### src/rtl/assert_macros.svh
// assert_macros.svh: shorthand macros for the concurrent checks in the CSV field extractor.
// No dependencies; define NO_ASSERTIONS to compile every check out.
`ifndef ASSERT_MACROS_SVH
`define ASSERT_MACROS_SVH
`ifndef NO_ASSERTIONS
// Check a property on every rising edge outside reset
`define CSV_ASSERT(lbl, clk, rst, prop) \
   lbl: assert property (@(posedge clk) disable iff (rst) prop) \
      else $error("%m: check failed");
// Check a property on every rising edge, reset included
`define CSV_ASSERT_ALWAYS(lbl, clk, prop) \
   lbl: assert property (@(posedge clk) prop) else $error("%m: check failed");
`else
`define CSV_ASSERT(lbl, clk, rst, prop)
`define CSV_ASSERT_ALWAYS(lbl, clk, prop)
`endif
`endif

### src/rtl/csvfe_pkg.sv
// csvfe_pkg: shared types, codes and sizes of the CSV field extractor.
// No dependencies; imported by every module of the block.
package csvfe_pkg;

   // Width of the field and character counters
   localparam int COUNT_WIDTH = 16;
   // Entries of the queue between front and back end
   localparam int TOKEN_DEPTH = 4;
   localparam int TOKEN_PTR_W = $clog2(TOKEN_DEPTH);
   // Largest counter value, held in 32 bits for comparisons
   localparam logic [31:0] COUNT_MAX32 = 32'((64'd1 << COUNT_WIDTH) - 64'd1);

   localparam logic [7:0] QUOTE_CHAR     = 8'h22;
   localparam logic [7:0] BACKSLASH_CHAR = 8'h5c;

   // Register indexes
   localparam logic [1:0] CSR_DELIMITER = 2'd0;
   localparam logic [1:0] CSR_MERGE     = 2'd1;
   localparam logic [1:0] CSR_ESCAPE    = 2'd2;

   // Escape modes
   localparam logic [1:0] ESC_NONE      = 2'd0;
   localparam logic [1:0] ESC_DOUBLED   = 2'd1;
   localparam logic [1:0] ESC_BACKSLASH = 2'd2;

   // Result kinds and line status codes
   localparam logic       KIND_CHAR       = 1'b0;
   localparam logic       KIND_STATUS     = 1'b1;
   localparam logic [1:0] STATUS_OK       = 2'd0;
   localparam logic [1:0] STATUS_TRUNC    = 2'd1;
   localparam logic [1:0] STATUS_BAD_PARM = 2'd2;

   typedef logic [COUNT_WIDTH-1:0] count_type;

   typedef enum logic [2:0] {
      PH_LINE, PH_START, PH_FIELD, PH_CLOSED, PH_MERGE, PH_DONE
   } phase_type;

   typedef enum logic [1:0] {
      HOLD_NONE, HOLD_QUOTE, HOLD_BSL, HOLD_SWALLOW
   } hold_type;

   typedef struct packed {
      logic [7:0] delimiter;
      logic       merge;
      logic [1:0] escape;
   } cfg_type;

   // One classified input item, as handed from front to back end
   typedef struct packed {
      logic       char_valid;
      logic [7:0] char_value;
      logic       line_end;
      logic       line_first;
      logic       bad_param;
      count_type  capacity;
   } token_type;

   typedef struct packed {
      logic        kind;
      logic [7:0]  out_char;
      logic [1:0]  status;
      logic [15:0] char_count;
      logic        last;
   } result_type;

endpackage

### src/rtl/csvfe_front.sv
// csvfe_front: scanner that splits the line into fields and picks out the wanted field's bytes.
// Depends on csvfe_pkg and assert_macros.svh.
`include "assert_macros.svh"
module csvfe_front (
   input  logic                  clock,
   input  logic                  reset,
   input  csvfe_pkg::cfg_type    cfg,
   input  logic                  accept,
   input  logic [7:0]            line_byte,
   input  logic                  end_of_line,
   input  logic                  empty_line,
   input  logic [15:0]           field_number,
   input  logic [15:0]           buffer_length,
   output csvfe_pkg::token_type  token
);
   import csvfe_pkg::*;

   typedef struct packed {
      phase_type  phase;
      count_type  field_index;
      logic       in_quotes;
      hold_type   held;
      logic       char_valid;
      logic [7:0] char_value;
   } scan_type;

   phase_type phase_ff, phase_in;
   count_type field_index_ff, field_index_in;
   logic      in_quotes_ff, in_quotes_in;
   hold_type  held_ff, held_in;
   count_type target_ff, target_in;
   logic      bad_ff, bad_in;

   logic      line_first;
   logic      line_end;
   logic      bad_now;
   count_type target_now;
   count_type capacity_now;
   scan_type  scan;

   // Clamp a sampled 16-bit value to the counter range
   function automatic count_type saturate_count(input logic [15:0] value);
      logic [31:0] wide;
      wide = {16'd0, value};
      if (wide > COUNT_MAX32) return COUNT_MAX32[COUNT_WIDTH-1:0];
      return wide[COUNT_WIDTH-1:0];
   endfunction

   // Pass a character on when it belongs to the wanted field
   function automatic scan_type deliver(scan_type s, logic [7:0] b, count_type tgt);
      if (s.field_index == tgt) begin
         s.char_valid = 1'b1;
         s.char_value = b;
      end
      return s;
   endfunction

   function automatic scan_type finish_field(scan_type s, cfg_type c, count_type tgt);
      s.in_quotes = 1'b0;
      s.held      = HOLD_NONE;
      if (s.field_index == tgt) begin
         s.phase = PH_DONE;
      end else begin
         s.field_index = s.field_index + count_type'(1);
         s.phase       = c.merge ? PH_MERGE : PH_START;
      end
      return s;
   endfunction

   function automatic scan_type plain_byte(scan_type s, logic [7:0] b, cfg_type c,
                                           count_type tgt);
      if (s.in_quotes && b == QUOTE_CHAR) begin
         s.phase = PH_CLOSED;
      end else if (!s.in_quotes && b == c.delimiter) begin
         s = finish_field(s, c, tgt);
      end else begin
         s = deliver(s, b, tgt);
      end
      return s;
   endfunction

   function automatic scan_type field_byte(scan_type s, logic [7:0] b, cfg_type c,
                                           count_type tgt);
      if (c.escape == ESC_DOUBLED && b == QUOTE_CHAR) begin
         if (!s.in_quotes && c.delimiter != QUOTE_CHAR) begin
            s      = deliver(s, QUOTE_CHAR, tgt);
            s.held = HOLD_SWALLOW;
         end else begin
            s.held = HOLD_QUOTE;
         end
      end else if (c.escape == ESC_BACKSLASH && b == BACKSLASH_CHAR) begin
         s.held = HOLD_BSL;
      end else begin
         s = plain_byte(s, b, c, tgt);
      end
      return s;
   endfunction

   // First byte of a field: an opening quote makes it quoted
   function automatic scan_type start_byte(scan_type s, logic [7:0] b, cfg_type c,
                                           count_type tgt);
      s.held  = HOLD_NONE;
      s.phase = PH_FIELD;
      if (b == QUOTE_CHAR) begin
         s.in_quotes = 1'b1;
      end else begin
         s.in_quotes = 1'b0;
         s = field_byte(s, b, c, tgt);
      end
      return s;
   endfunction

   // Bytes seen outside the body of a field
   function automatic scan_type outer_byte(scan_type s, logic [7:0] b, cfg_type c,
                                           count_type tgt);
      case (s.phase)
         PH_MERGE: begin
            if (b != c.delimiter) s = start_byte(s, b, c, tgt);
         end
         PH_START: begin
            s = start_byte(s, b, c, tgt);
         end
         PH_CLOSED: begin
            if (b == c.delimiter) s = finish_field(s, c, tgt);
         end
         default: begin
         end
      endcase
      return s;
   endfunction

   function automatic scan_type take_byte(scan_type s, logic [7:0] b, cfg_type c,
                                          count_type tgt);
      hold_type h;
      if (s.phase == PH_FIELD) begin
         h      = s.held;
         s.held = HOLD_NONE;
         case (h)
            HOLD_BSL: begin
               s = deliver(s, b, tgt);
            end
            HOLD_SWALLOW: begin
               if (b != QUOTE_CHAR) s = field_byte(s, b, c, tgt);
            end
            HOLD_QUOTE: begin
               if (b == QUOTE_CHAR) begin
                  s = deliver(s, QUOTE_CHAR, tgt);
               end else begin
                  // The held quote closes the field; rescan this byte after it
                  s = plain_byte(s, QUOTE_CHAR, c, tgt);
                  s = outer_byte(s, b, c, tgt);
               end
            end
            default: begin
               s = field_byte(s, b, c, tgt);
            end
         endcase
      end else begin
         s = outer_byte(s, b, c, tgt);
      end
      return s;
   endfunction

   // Next state: sample the line parameters, scan the byte, flush a held escape
   always_comb begin
      line_first   = (phase_ff == PH_LINE);
      line_end     = end_of_line | empty_line;
      capacity_now = saturate_count(buffer_length);
      target_now   = line_first ? saturate_count(field_number) : target_ff;
      bad_now      = line_first ? ((target_now == '0) || (capacity_now == '0)) : bad_ff;

      scan.phase       = phase_ff;
      scan.field_index = field_index_ff;
      scan.in_quotes   = in_quotes_ff;
      scan.held        = held_ff;
      scan.char_valid  = 1'b0;
      scan.char_value  = '0;
      if (line_first) begin
         scan.field_index = count_type'(1);
         scan.in_quotes   = 1'b0;
         scan.held        = HOLD_NONE;
         scan.phase       = bad_now ? PH_DONE : PH_START;
      end
      if (!empty_line) scan = take_byte(scan, line_byte, cfg, target_now);
      // A quote or backslash still held at line end is scanned as a plain byte
      if (line_end && scan.phase == PH_FIELD) begin
         if (scan.held == HOLD_QUOTE) begin
            scan.held = HOLD_NONE;
            scan      = plain_byte(scan, QUOTE_CHAR, cfg, target_now);
         end else if (scan.held == HOLD_BSL) begin
            scan.held = HOLD_NONE;
            scan      = plain_byte(scan, BACKSLASH_CHAR, cfg, target_now);
         end
      end

      phase_in       = line_end ? PH_LINE : scan.phase;
      field_index_in = line_end ? '0 : scan.field_index;
      in_quotes_in   = line_end ? 1'b0 : scan.in_quotes;
      held_in        = line_end ? HOLD_NONE : scan.held;
      target_in      = target_now;
      bad_in         = bad_now;
   end

   // Outputs: build the transaction for the back end
   always_comb begin
      token.char_valid = scan.char_valid;
      token.char_value = scan.char_value;
      token.line_end   = line_end;
      token.line_first = line_first;
      token.bad_param  = bad_now;
      token.capacity   = capacity_now;
   end

   // Advance the scanner on each accepted transaction
   always_ff @(posedge clock) begin
      if (reset) begin
         phase_ff       <= PH_LINE;
         field_index_ff <= '0;
         in_quotes_ff   <= 1'b0;
         held_ff        <= HOLD_NONE;
         target_ff      <= '0;
         bad_ff         <= 1'b0;
      end else if (accept) begin
         phase_ff       <= phase_in;
         field_index_ff <= field_index_in;
         in_quotes_ff   <= in_quotes_in;
         held_ff        <= held_in;
         target_ff      <= target_in;
         bad_ff         <= bad_in;
      end
   end

   // Field numbering starts at one and never passes the wanted field
   `CSV_ASSERT(a_index_nonzero, clock, reset, (phase_ff != PH_LINE) |-> (field_index_ff != '0))
   `CSV_ASSERT(a_index_bounded, clock, reset,
      (phase_ff != PH_LINE && !bad_ff) |-> (field_index_ff <= target_ff))

endmodule

### src/rtl/csvfe_token_fifo.sv
// csvfe_token_fifo: short queue of classified transactions between front and back end.
// Depends on csvfe_pkg and assert_macros.svh.
`include "assert_macros.svh"
module csvfe_token_fifo (
   input  logic                  clock,
   input  logic                  reset,
   input  logic                  push,
   input  csvfe_pkg::token_type  push_token,
   output logic                  full,
   input  logic                  pop,
   output csvfe_pkg::token_type  pop_token,
   output logic                  empty
);
   import csvfe_pkg::*;

   localparam logic [TOKEN_PTR_W-1:0] LAST_PTR  = TOKEN_PTR_W'(TOKEN_DEPTH - 1);
   localparam logic [TOKEN_PTR_W:0]   DEPTH_CNT = (TOKEN_PTR_W + 1)'(TOKEN_DEPTH);

   token_type                entries_ff [TOKEN_DEPTH];
   logic [TOKEN_PTR_W-1:0]   wr_ptr_ff, wr_ptr_in;
   logic [TOKEN_PTR_W-1:0]   rd_ptr_ff, rd_ptr_in;
   logic [TOKEN_PTR_W:0]     count_ff, count_in;
   logic                     do_push, do_pop;

   assign full      = (count_ff == DEPTH_CNT);
   assign empty     = (count_ff == '0);
   assign pop_token = entries_ff[rd_ptr_ff];
   assign do_push   = push & ~full;
   assign do_pop    = pop & ~empty;

   // Step pointers and occupancy
   always_comb begin
      wr_ptr_in = wr_ptr_ff;
      rd_ptr_in = rd_ptr_ff;
      count_in  = count_ff;
      if (do_push) wr_ptr_in = (wr_ptr_ff == LAST_PTR) ? '0 : wr_ptr_ff + 1'b1;
      if (do_pop)  rd_ptr_in = (rd_ptr_ff == LAST_PTR) ? '0 : rd_ptr_ff + 1'b1;
      case ({do_push, do_pop})
         2'b10:   count_in = count_ff + 1'b1;
         2'b01:   count_in = count_ff - 1'b1;
         default: count_in = count_ff;
      endcase
   end

   always_ff @(posedge clock) begin
      if (reset) begin
         wr_ptr_ff <= '0;
         rd_ptr_ff <= '0;
         count_ff  <= '0;
      end else begin
         wr_ptr_ff <= wr_ptr_in;
         rd_ptr_ff <= rd_ptr_in;
         count_ff  <= count_in;
      end
   end

   // Store the pushed transaction
   always_ff @(posedge clock) begin
      if (do_push) entries_ff[wr_ptr_ff] <= push_token;
   end

   // Occupancy agrees with the pointer distance
   `CSV_ASSERT(a_count_matches_ptrs, clock, reset,
      (count_ff != '0 && count_ff != DEPTH_CNT) |-> (wr_ptr_ff != rd_ptr_ff))

endmodule

### src/rtl/csvfe_back.sv
// csvfe_back: applies the buffer limit, counts characters, writes results to the output queue.
// Depends on csvfe_pkg and assert_macros.svh.
`include "assert_macros.svh"
module csvfe_back (
   input  logic                  clock,
   input  logic                  reset,
   input  logic                  tok_empty,
   input  csvfe_pkg::token_type  token,
   output logic                  tok_pop,
   output logic                  empty,
   input  logic                  pop,
   output logic                  kind,
   output logic [7:0]            out_char,
   output logic [1:0]            status,
   output logic [15:0]           char_count,
   output logic                  last
);
   import csvfe_pkg::*;

   localparam int              OUT_DEPTH = 2;
   localparam logic [1:0]      OUT_FULL  = 2'(OUT_DEPTH);

   count_type  written_ff, written_in;
   count_type  cap_ff, cap_in;
   logic       trunc_ff, trunc_in;
   logic       char_done_ff, char_done_in;

   result_type out_entries_ff [OUT_DEPTH];
   logic       out_wr_ff, out_rd_ff;
   logic [1:0] out_count_ff, out_count_in;

   count_type  cap_now;
   logic       room;
   logic       char_pending;
   logic       emit_char;
   logic       trunc_now;
   logic       split;
   logic       push_result;
   logic       out_full;
   logic       advance;
   logic       do_push, do_pop;
   result_type result;

   // Map the counter onto the 16-bit count field
   function automatic logic [15:0] to_char_count(input count_type c);
      logic [31:0] wide;
      wide = 32'(c);
      return wide[15:0];
   endfunction

   // Decide what the head transaction produces this cycle
   always_comb begin
      cap_now      = token.line_first ? token.capacity : cap_ff;
      room         = (written_ff < cap_now);
      char_pending = !tok_empty && token.char_valid && !char_done_ff;
      emit_char    = char_pending && room;
      trunc_now    = trunc_ff | (char_pending & ~room);
      // A character and a status from one transaction go out as separate results
      split        = emit_char && token.line_end;
      push_result  = !tok_empty && (emit_char || token.line_end);
      out_full     = (out_count_ff == OUT_FULL);
      advance      = !tok_empty && (!push_result || !out_full);
      tok_pop      = advance && !split;
      do_push      = advance && push_result;
      do_pop       = pop && !empty;
   end

   // Build the result for the output queue
   always_comb begin
      if (emit_char) begin
         result.kind       = KIND_CHAR;
         result.out_char   = token.char_value;
         result.status     = STATUS_OK;
         result.char_count = to_char_count(written_ff + count_type'(1));
         result.last       = 1'b0;
      end else begin
         result.kind       = KIND_STATUS;
         result.out_char   = '0;
         result.char_count = to_char_count(written_ff);
         result.last       = 1'b1;
         if (token.bad_param)  result.status = STATUS_BAD_PARM;
         else if (trunc_now)   result.status = STATUS_TRUNC;
         else                  result.status = STATUS_OK;
      end
   end

   // Line counters: hold unless the head transaction advances
   always_comb begin
      written_in   = written_ff;
      cap_in       = cap_ff;
      trunc_in     = trunc_ff;
      char_done_in = char_done_ff;
      if (advance) begin
         if (token.line_first) cap_in = token.capacity;
         if (emit_char) written_in = written_ff + count_type'(1);
         trunc_in = trunc_now;
         if (split) char_done_in = 1'b1;
         if (tok_pop) begin
            char_done_in = 1'b0;
            if (token.line_end) begin
               written_in = '0;
               trunc_in   = 1'b0;
            end
         end
      end
   end

   // Output queue occupancy
   always_comb begin
      case ({do_push, do_pop})
         2'b10:   out_count_in = out_count_ff + 1'b1;
         2'b01:   out_count_in = out_count_ff - 1'b1;
         default: out_count_in = out_count_ff;
      endcase
   end

   always_ff @(posedge clock) begin
      if (reset) begin
         written_ff   <= '0;
         cap_ff       <= '0;
         trunc_ff     <= 1'b0;
         char_done_ff <= 1'b0;
         out_wr_ff    <= 1'b0;
         out_rd_ff    <= 1'b0;
         out_count_ff <= '0;
      end else begin
         written_ff   <= written_in;
         cap_ff       <= cap_in;
         trunc_ff     <= trunc_in;
         char_done_ff <= char_done_in;
         out_count_ff <= out_count_in;
         if (do_push) out_wr_ff <= ~out_wr_ff;
         if (do_pop)  out_rd_ff <= ~out_rd_ff;
      end
   end

   // Store the result
   always_ff @(posedge clock) begin
      if (do_push) out_entries_ff[out_wr_ff] <= result;
   end

   assign empty      = (out_count_ff == '0);
   assign kind       = out_entries_ff[out_rd_ff].kind;
   assign out_char   = out_entries_ff[out_rd_ff].out_char;
   assign status     = out_entries_ff[out_rd_ff].status;
   assign char_count = out_entries_ff[out_rd_ff].char_count;
   assign last       = out_entries_ff[out_rd_ff].last;

   // Characters never outrun the sampled capacity
   `CSV_ASSERT(a_within_capacity, clock, reset, (written_ff <= cap_ff))
   // A split transaction stays at the head for its status
   `CSV_ASSERT(a_split_holds_head, clock, reset,
      (advance && split) |=> (char_done_ff && !tok_empty && token.line_end))

endmodule

### src/rtl/csv_field_extractor_unit.sv
// csv_field_extractor_unit: top level of the CSV field extractor; holds the control registers.
// Depends on csvfe_pkg, csvfe_front, csvfe_token_fifo and csvfe_back.
//
// Streams one CSV line a byte per transaction and returns the characters of one chosen field,
// followed by a status result that closes the line. The block takes one byte every cycle while
// full is low: the front end scans each byte combinationally and queues a transaction for the
// back end, which writes one result per cycle, while there is room, into a two-entry output
// queue. A byte that yields a character and also ends the line gives two back-end results. The
// four-entry transaction queue absorbs short runs of these, so full rises when the result side
// stalls or when such bytes keep arriving back to back (a run of one-byte lines that each
// deliver a character). A result passes through the transaction queue and the output queue.
// Control registers may be written whenever the block is idle; csr_ready is always high.
module csv_field_extractor_unit (
   input  logic        clock,
   input  logic        reset,
   // Control register writes
   input  logic        csr_valid,
   output logic        csr_ready,
   input  logic [1:0]  csr_index,
   input  logic [7:0]  csr_data,
   // Line bytes
   input  logic        push,
   output logic        full,
   input  logic [7:0]  req_line_byte,
   input  logic        req_end_of_line,
   input  logic        req_empty_line,
   input  logic [15:0] req_field_number,
   input  logic [15:0] req_buffer_length,
   // Results
   output logic        empty,
   input  logic        pop,
   output logic        rsp_kind,
   output logic [7:0]  rsp_out_char,
   output logic [1:0]  rsp_status,
   output logic [15:0] rsp_char_count,
   output logic        rsp_last
);
   import csvfe_pkg::*;

   cfg_type   cfg_ff;
   logic      accept;
   logic      csr_write;
   token_type front_token;
   token_type head_token;
   logic      tok_empty;
   logic      tok_pop;

   assign csr_ready = 1'b1;
   assign csr_write = csr_valid & csr_ready;
   assign accept    = push & ~full;

   // Control registers
   always_ff @(posedge clock) begin
      if (reset) begin
         cfg_ff.delimiter <= 8'd44;
         cfg_ff.merge     <= 1'b0;
         cfg_ff.escape    <= ESC_DOUBLED;
      end else if (csr_write) begin
         case (csr_index)
            CSR_DELIMITER: cfg_ff.delimiter <= csr_data;
            CSR_MERGE:     cfg_ff.merge     <= csr_data[0];
            CSR_ESCAPE:    cfg_ff.escape    <= csr_data[1:0];
            default: begin
            end
         endcase
      end
   end

   csvfe_front u_front (
      .clock         (clock),
      .reset         (reset),
      .cfg           (cfg_ff),
      .accept        (accept),
      .line_byte     (req_line_byte),
      .end_of_line   (req_end_of_line),
      .empty_line    (req_empty_line),
      .field_number  (req_field_number),
      .buffer_length (req_buffer_length),
      .token         (front_token)
   );

   csvfe_token_fifo u_token_fifo (
      .clock      (clock),
      .reset      (reset),
      .push       (accept),
      .push_token (front_token),
      .full       (full),
      .pop        (tok_pop),
      .pop_token  (head_token),
      .empty      (tok_empty)
   );

   csvfe_back u_back (
      .clock      (clock),
      .reset      (reset),
      .tok_empty  (tok_empty),
      .token      (head_token),
      .tok_pop    (tok_pop),
      .empty      (empty),
      .pop        (pop),
      .kind       (rsp_kind),
      .out_char   (rsp_out_char),
      .status     (rsp_status),
      .char_count (rsp_char_count),
      .last       (rsp_last)
   );

endmodule
### config.mk
export PLATFORM = sky130hd
export DESIGN_NAME = csv_field_extractor_unit
export DESIGN_NICKNAME = d
export VERILOG_FILES = /design/src/rtl/csvfe_pkg.sv /design/src/rtl/csvfe_front.sv /design/src/rtl/csvfe_token_fifo.sv /design/src/rtl/csvfe_back.sv /design/src/rtl/csv_field_extractor_unit.sv
export VERILOG_INCLUDE_DIRS = /design/src /design/src/rtl
export SDC_FILE = /design/constraint.sdc
export NUM_CORES = 1
export LEC_CHECK = 0
export BUFFER_PORTS_ARGS = -buffer_cell sky130_fd_sc_hd__buf_2
export CAP_MARGIN = 5
export CORE_ASPECT_RATIO = 0.9
export CORE_MARGIN = 3
export CORE_UTILIZATION = 57
export DETAILED_ROUTE_END_ITERATION = 8
export PLACE_DENSITY = 0.75
export SLEW_MARGIN = 25
export SYNTH_ARGS = -nofsm -noshare
export SYNTH_HDL_FRONTEND = slang
export SYNTH_HIERARCHICAL = 1
export SYNTH_SLANG_ARGS = --single-unit
### constraint.sdc
create_clock -name clock -period 17 [get_ports clock]
set_clock_uncertainty 0.05 [all_clocks]
set_input_delay 1.7 -clock clock [delete_from_list [all_inputs] [get_ports clock]]
set_output_delay 1.7 -clock clock [all_outputs]
set_load 0.03 [all_outputs]
# Word level (Yosys, flattened, before mapping)
# Memory sizes are Yosys's and may differ from the RTL's. A register that Yosys moved wholly into a read port is not among the register bits.
# Cells that the tools add are included.
# W data, S select, Z words.
dict set report word_totals {
  register_bits 95
  latchBits 0
  ram_bits 168
  romBits 0
  input_bits 57
  out_inout_bits 31
  word_cells 219
  mem_count 2
}
# name depth word_bits read_ports rd_ports_with_merged_regs write_ports line
set memory_table {}
lappend memory_table {u_token_fifo.entries_ff 4 28 1 1 1 csvfe_token_fifo.sv:19} ;# token_type entries_ff [TOKEN_DEPTH];
lappend memory_table {u_back.out_entries_ff 2 28 1 1 1 csvfe_back.sv:28} ;# result_type out_entries_ff [OUT_DEPTH];
dict set report classes {
  addsub 10
  mul 0
  n_div 0
  n_lt_le_gt_ge 1
  eq_ne 36
  shifts 0
  n_mux 98
  n_bitwise 11
  n_reduce_logical 42
}
# cell count
set op_table {}
lappend op_table {{$mux W31} 20}
lappend op_table {{$pmux W31 S3} 3}
lappend op_table {{$mux W28} 8}
lappend op_table {{$mux W16} 9}
lappend op_table {{$mux W9} 12}
lappend op_table {{$add A16 B1 Y16 const B} 4}
lappend op_table {{$mux W20} 3}
lappend op_table {{$eq A16 B16 Y1} 3}
lappend op_table {{$mux W3} 13}
lappend op_table {{$logic_not A16 Y1} 2}
lappend op_table {{$mux W2} 11}
lappend op_table {{$mux W22} 1}
lappend op_table {{$eq A2 B2 Y1 const B} 10}
lappend op_table {{$mux W19} 1}
lappend op_table {{$logic_and A1 B1 Y1} 18}
lappend op_table {{$lt A16 B16 Y1} 1}
lappend op_table {{$ne A8 B6 Y1 const B} 2}
lappend op_table {{$mux W1} 14}
lappend op_table {{$eq A2 B1 Y1 const B} 6}
lappend op_table {{$eq A3 B2 Y1 const B} 4}
lappend op_table {{$mux W11} 1}
lappend op_table {{$eq A3 B3 Y1 const B} 3}
lappend op_table {{$eq A6 B8 Y1 const A} 1}
lappend op_table {{$eq A7 B8 Y1 const A} 1}
lappend op_table {{20 further kinds} 47}

# Longest topological paths before layout
dict set report depth {
  depth_word 33
  mapped_depth 28
  mapped_depth_nobuf 22
}

# Modules after synthesis
# The synthesis kept the hierarchy.
# mod instances cells_each area_each_um2 seq_area_each_um2
set modules_own_cells {}
lappend modules_own_cells {csvfe_front 1 1318 8682.1 780.7}
lappend modules_own_cells {csvfe_token_fifo 1 200 4530.6 3543.4}
lappend modules_own_cells {csvfe_back 1 373 4480.5 2402.3}
lappend modules_own_cells {csv_field_extractor_unit 1 51 508.0 220.2}

# Worst setup path before layout
# OpenSTA, ideal clock, no wires.
dict set report synth_path {
  path_kind {input-to-reg}
  start {input port req_field_number[10]}
  end {memory u_token_fifo/entries_ff[0][27] in the netlist's numbering, data pin}
  setup_time_ps 152
  t_arrival_ps 5980
  required_time_ps 16798
  path_slack_ps 10818
  path_stages 22
  path_buffers 2
  path_cell_list {nor4_1 -> nand4_1 -> and3_1 -> nor3_4 -> buf_6 -> clkbuf_1 -> nor2_1 -> nor2_1 -> ha_1 -> nand4_1 -> or3_1 -> nor3_1 -> a31oi_1 -> nor2_1 -> o211a_1 -> mux2_2 -> a2bb2oi_1 -> nand3b_1 -> nor4b_2 -> nand3_1 -> a2111oi_4 -> nand3b_1}
}
# item line
set synth_rtl {}
lappend synth_rtl {{start, declared} csv_field_extractor_unit.sv:27} ;# input logic [15:0] req_field_number,
lappend synth_rtl {{end, declared} csvfe_token_fifo.sv:19}

==> metrics.md <==
| Metric | Value |
|---|---|
| H-Tree Level Count | `1` |
| Chip width | `just under 200 um` |
| Root buf cell | `clkbuf_16` |
| Main flop type after synthesis | `edfxtp_1` |
| Crit path DAT | `roughly 9000 ps` |
| Fin. max-slew vios | `0` |
| Hold Vio Cnt, Final | `0` |
| Die Span Y | `around 180 um` |
| Status | `finished clean` |
| Min cycle time layout | `~8600 ps` |
| Worst setup path category | `register to register` |
| Critical path's slowest cell | `dfxtp_1` |
| Post-CTS Resized | `0` |
| TritonCTS buffer count | `27` |
| Core Box Area | `31200 um2` |
| HP Class | `register to register` |
| FP Rows | `between 60 and 70` |
| Clk_lat worst skew | `560 ps` |
| Number of synthesized flops with an enable pin | `between 150 and 200` |
| Syn. warnings | `6` |
| # nets final | `a little over 2k` |
| Vias/cell | `between 7 and 8` |
| Total setup buffers inserted after CTS | `0` |
| # port buffers | `86` |
| Syn Area/Cell | `9.37 um2` |
| Mapped cell area | `roughly 18000 um2` |
| Critical path's largest stage delay | `970 ps` |
| Relative slew slack | `a little under a quarter` |
| Tcrit/Tclk final | `around 50%` |
| Net Count, Synth | `about 2k` |
| CP Cell Sequence | `or3_4 -> inv_2 -> buf_4 -> or4_4 -> a22o_4 -> nand2_4 -> nand3_4 -> a31oi_1 -> nand2_1 -> o2111ai_1 -> a211oi_1 -> o21ai_0 -> o211a_1 -> and4b_1 -> nor4b_2 -> nand3_1 -> a2111oi_4 -> nand3b_1` |
| Reg clk slew, reported paths | `about 60 ps` |
| Unrepaired setup endpoints after global routing | `no` |
| DR vias | `~18k` |
| Vias in the first global route | `between 15k and 20k` |
| Setup tns final | `0 ps` |
| Peak supply drop | `between 100 and 150 uV` |
| Initial antenna violation count | `4` |
| Die Area | `about 34000 um2` |
| DRT Pass-1 Iters | `7` |
| Initial Util | `approximately three fifths` |
| Startpoint types | `register` |
| CTS tree | `done` |
| Post-CTS Hold Fix Bufs | `0` |
| Area of placed instances | `about 19000 um2` |
| Cell variety after synth | `roughly 130` |
| Post-DRT Antenna Nets | `0` |
| #FFs+latches synth | `264` |
| CTS Sinks | `264` |
| Largest net degree at the start of global routing | `77` |
| Layout cells sized above 1 | `between 10% and 20%` |
| Max Cap Viol | `0` |
| Synth Instances | `between 1.5k and 2k` |
| Final WL | `approximately 70000 um` |
| Global placer's final weighted congestion | `1.14` |
| Ys async rst share | `0%` |
| PwrDens | `approximately 120 nW/um2` |
| CP max FO | `53` |
| Area grow syn2layout | `7.77%` |
| Crit end category | `register` |
| All-Layer GR Usage | `40.5%` |
| Slew at the pin closest to its max-slew limit | `approximately 1200 ps` |
| Clk buf depth | `3` |
| DP HPWL | `52800 um` |
| Gr ovfl total | `0` |
| Max Freq | `117 MHz` |
| # IOs | `88` |
| Static leakage | `between 6 and 7 nW` |
| Critical path required time | `approximately 17000 ps` |
| Sequential element share of the synthesized area | `38.2%` |
| Finished Cell Area | `~20000 um2` |
| 1st-iter DRT viols | `between 3k and 4k` |
| Final setup fails | `0` |
| Drt wl/cell | `30.1 um` |
| DRC violations left | `0` |
| First-pass GRT wire length | `104000 um` |
-- through the flow --
stage	util, %	std cells	power [mW]	hold WS (ps)	worst slack (ps)
5_1_grt	62.8	2390	2.38	459	8340
6_report	62.8	2394	2.29	445	8420
4_1_cts	62.7	2388	2.28	438	8650
3_5_place_dp	60.1	2338	1.71	429	8680
3_3_place_gp	60.1	2338	1.67	414	8830
2_1_floorplan	-	1942	1.49	387	10820
-- synth_stat cells, drive strengths merged (8+ instances only) --
library cell / instances / area, um2
nor2: 197 / 780
nand2: 169 / 647
edfxtp: 166 / 4980
a21oi: 143 / 727
o21ai: 99 / 503
dfxtp: 98 / 1960
buf: 80 / 518
clkbuf: 66 / 248
nand3: 65 / 370
xnor2: 60 / 526
mux2i: 53 / 547
nor3: 52 / 287
inv: 45 / 171
a211oi: 43 / 415
mux2: 35 / 402
nand4: 35 / 231
o31ai: 33 / 305
and3: 30 / 193
nor4: 29 / 221
a31oi: 28 / 181
mux4: 28 / 631
nand2b: 27 / 169
ha: 26 / 325
or3: 24 / 161
xor2: 23 / 201
o211ai: 21 / 158
a21o: 19 / 143
and2: 18 / 115
a311oi: 13 / 126
a32oi: 12 / 113
or2: 12 / 75.1
o22ai: 9 / 56.3
o311ai: 9 / 86.3
or4: 9 / 71.3
a22oi: 8 / 65.1
nand3b: 8 / 60.1
nor2b: 8 / 50.1
o2111ai: 8 / 70.1
-- layout by cell type, fill, tap and decap left out, types with 27 or more instances in the layout --
cell type  Yosys  final
nand3_1       59     59
nand2_1      166    166
nor2_1       192    190
inv_1         42     42
mux2i_1       51     51
buf_2         30     85
dfxtp_1       98     95
mux4_2        28     28
nand4_1       33     33
mux2_2        31     31
o21ai_0       92     90
a21oi_1      140    140
buf_4         32     48
clkbuf_16      0     27
nand2b_1      27     27
nor3_1        48     47
edfxtp_1     166    166
xnor2_1       60     60
-- cell families (layout without fill, tap and decap cells) --
logic type	count (synthesis)	in the layout	synth area share, %
AOI/OAI and AO/OA	545	545	21.5
and+or+nand+nor	714	714	20.5
muxes	116	116	8.68
xor gates and xnor gates	83	83	3.99
adders and majority gates	27	27	1.90
other	1	5	0.0206
DFF	264	264	38.2
buffers and inverters	192	231	5.17
-- power by group --
part           switching [mW]  internal, mW
clock                   0.252         0.309
sequential             0.0639         0.824
combinational           0.551         0.290
-- flip-flops by register name (all words and copies together), names as in the netlist, 2 cells and up, named ones only --
name	cells
u_token_fifo/count_ff	3
u_token_fifo/entries_ff	112
u_back/written_ff	16
u_front/field_index_ff	16
u_back/out_count_ff	2
u_token_fifo/rd_ptr_ff	2
cfg_ff	11
u_front/phase_ff	3
u_token_fifo/wr_ptr_ff	2
u_back/out_entries_ff	54
u_front/target_ff	16
u_back/cap_ff	16
u_front/held_ff	2
-- final timing paths --
| check | startpoint | end | slack (ps) | depth (start not counted) |
|---|---|---|---|---|
| worst max register to register | u_front/phase_ff[2] | u_token_fifo/entries_ff[3][27] | 8420 | 18 |
| worst min register to register | u_front/target_ff[5] | u_front/target_ff[5] | 440 | 2 |
| worst max-delay path | u_front/phase_ff[2] | u_token_fifo/entries_ff[3][27] | 8420 | 18 |
| worst min-delay path | u_front/target_ff[5] | u_front/target_ff[5] | 440 | 2 |
-- worst max-delay path: cells and delay by family (launching register included) --
family / cells / cell delay [ps]
compound gates: 7 / 3170
flops: 1 / 970
simple gates: 9 / 3710
buf+inv: 2 / 410
-- per-layer routing --
layer	vias to the layer above	GRT usage, %	share of wire [%]
li1	7427	-	-
met1	8261	54.9	38
met2	1487	58.9	41
met3	358	12.8	14
met4	6	19.9	6.9
met5	-	0	0.053
-- area by class of cell --
cell class                      count  area (um2)
Timing Repair Buffer              135         806
Inverter                           46         175
Antenna cell                        4        10.0
Tap cell                          409         512
Clock buffer                       38         747
Fill cell                        2546       11600
Sequential cell                   264        6950
Clock inverter                     12        77.6
Multi-Input combinational cell   1486       10300
No activity file was read; power rests on OpenSTA's default activity.
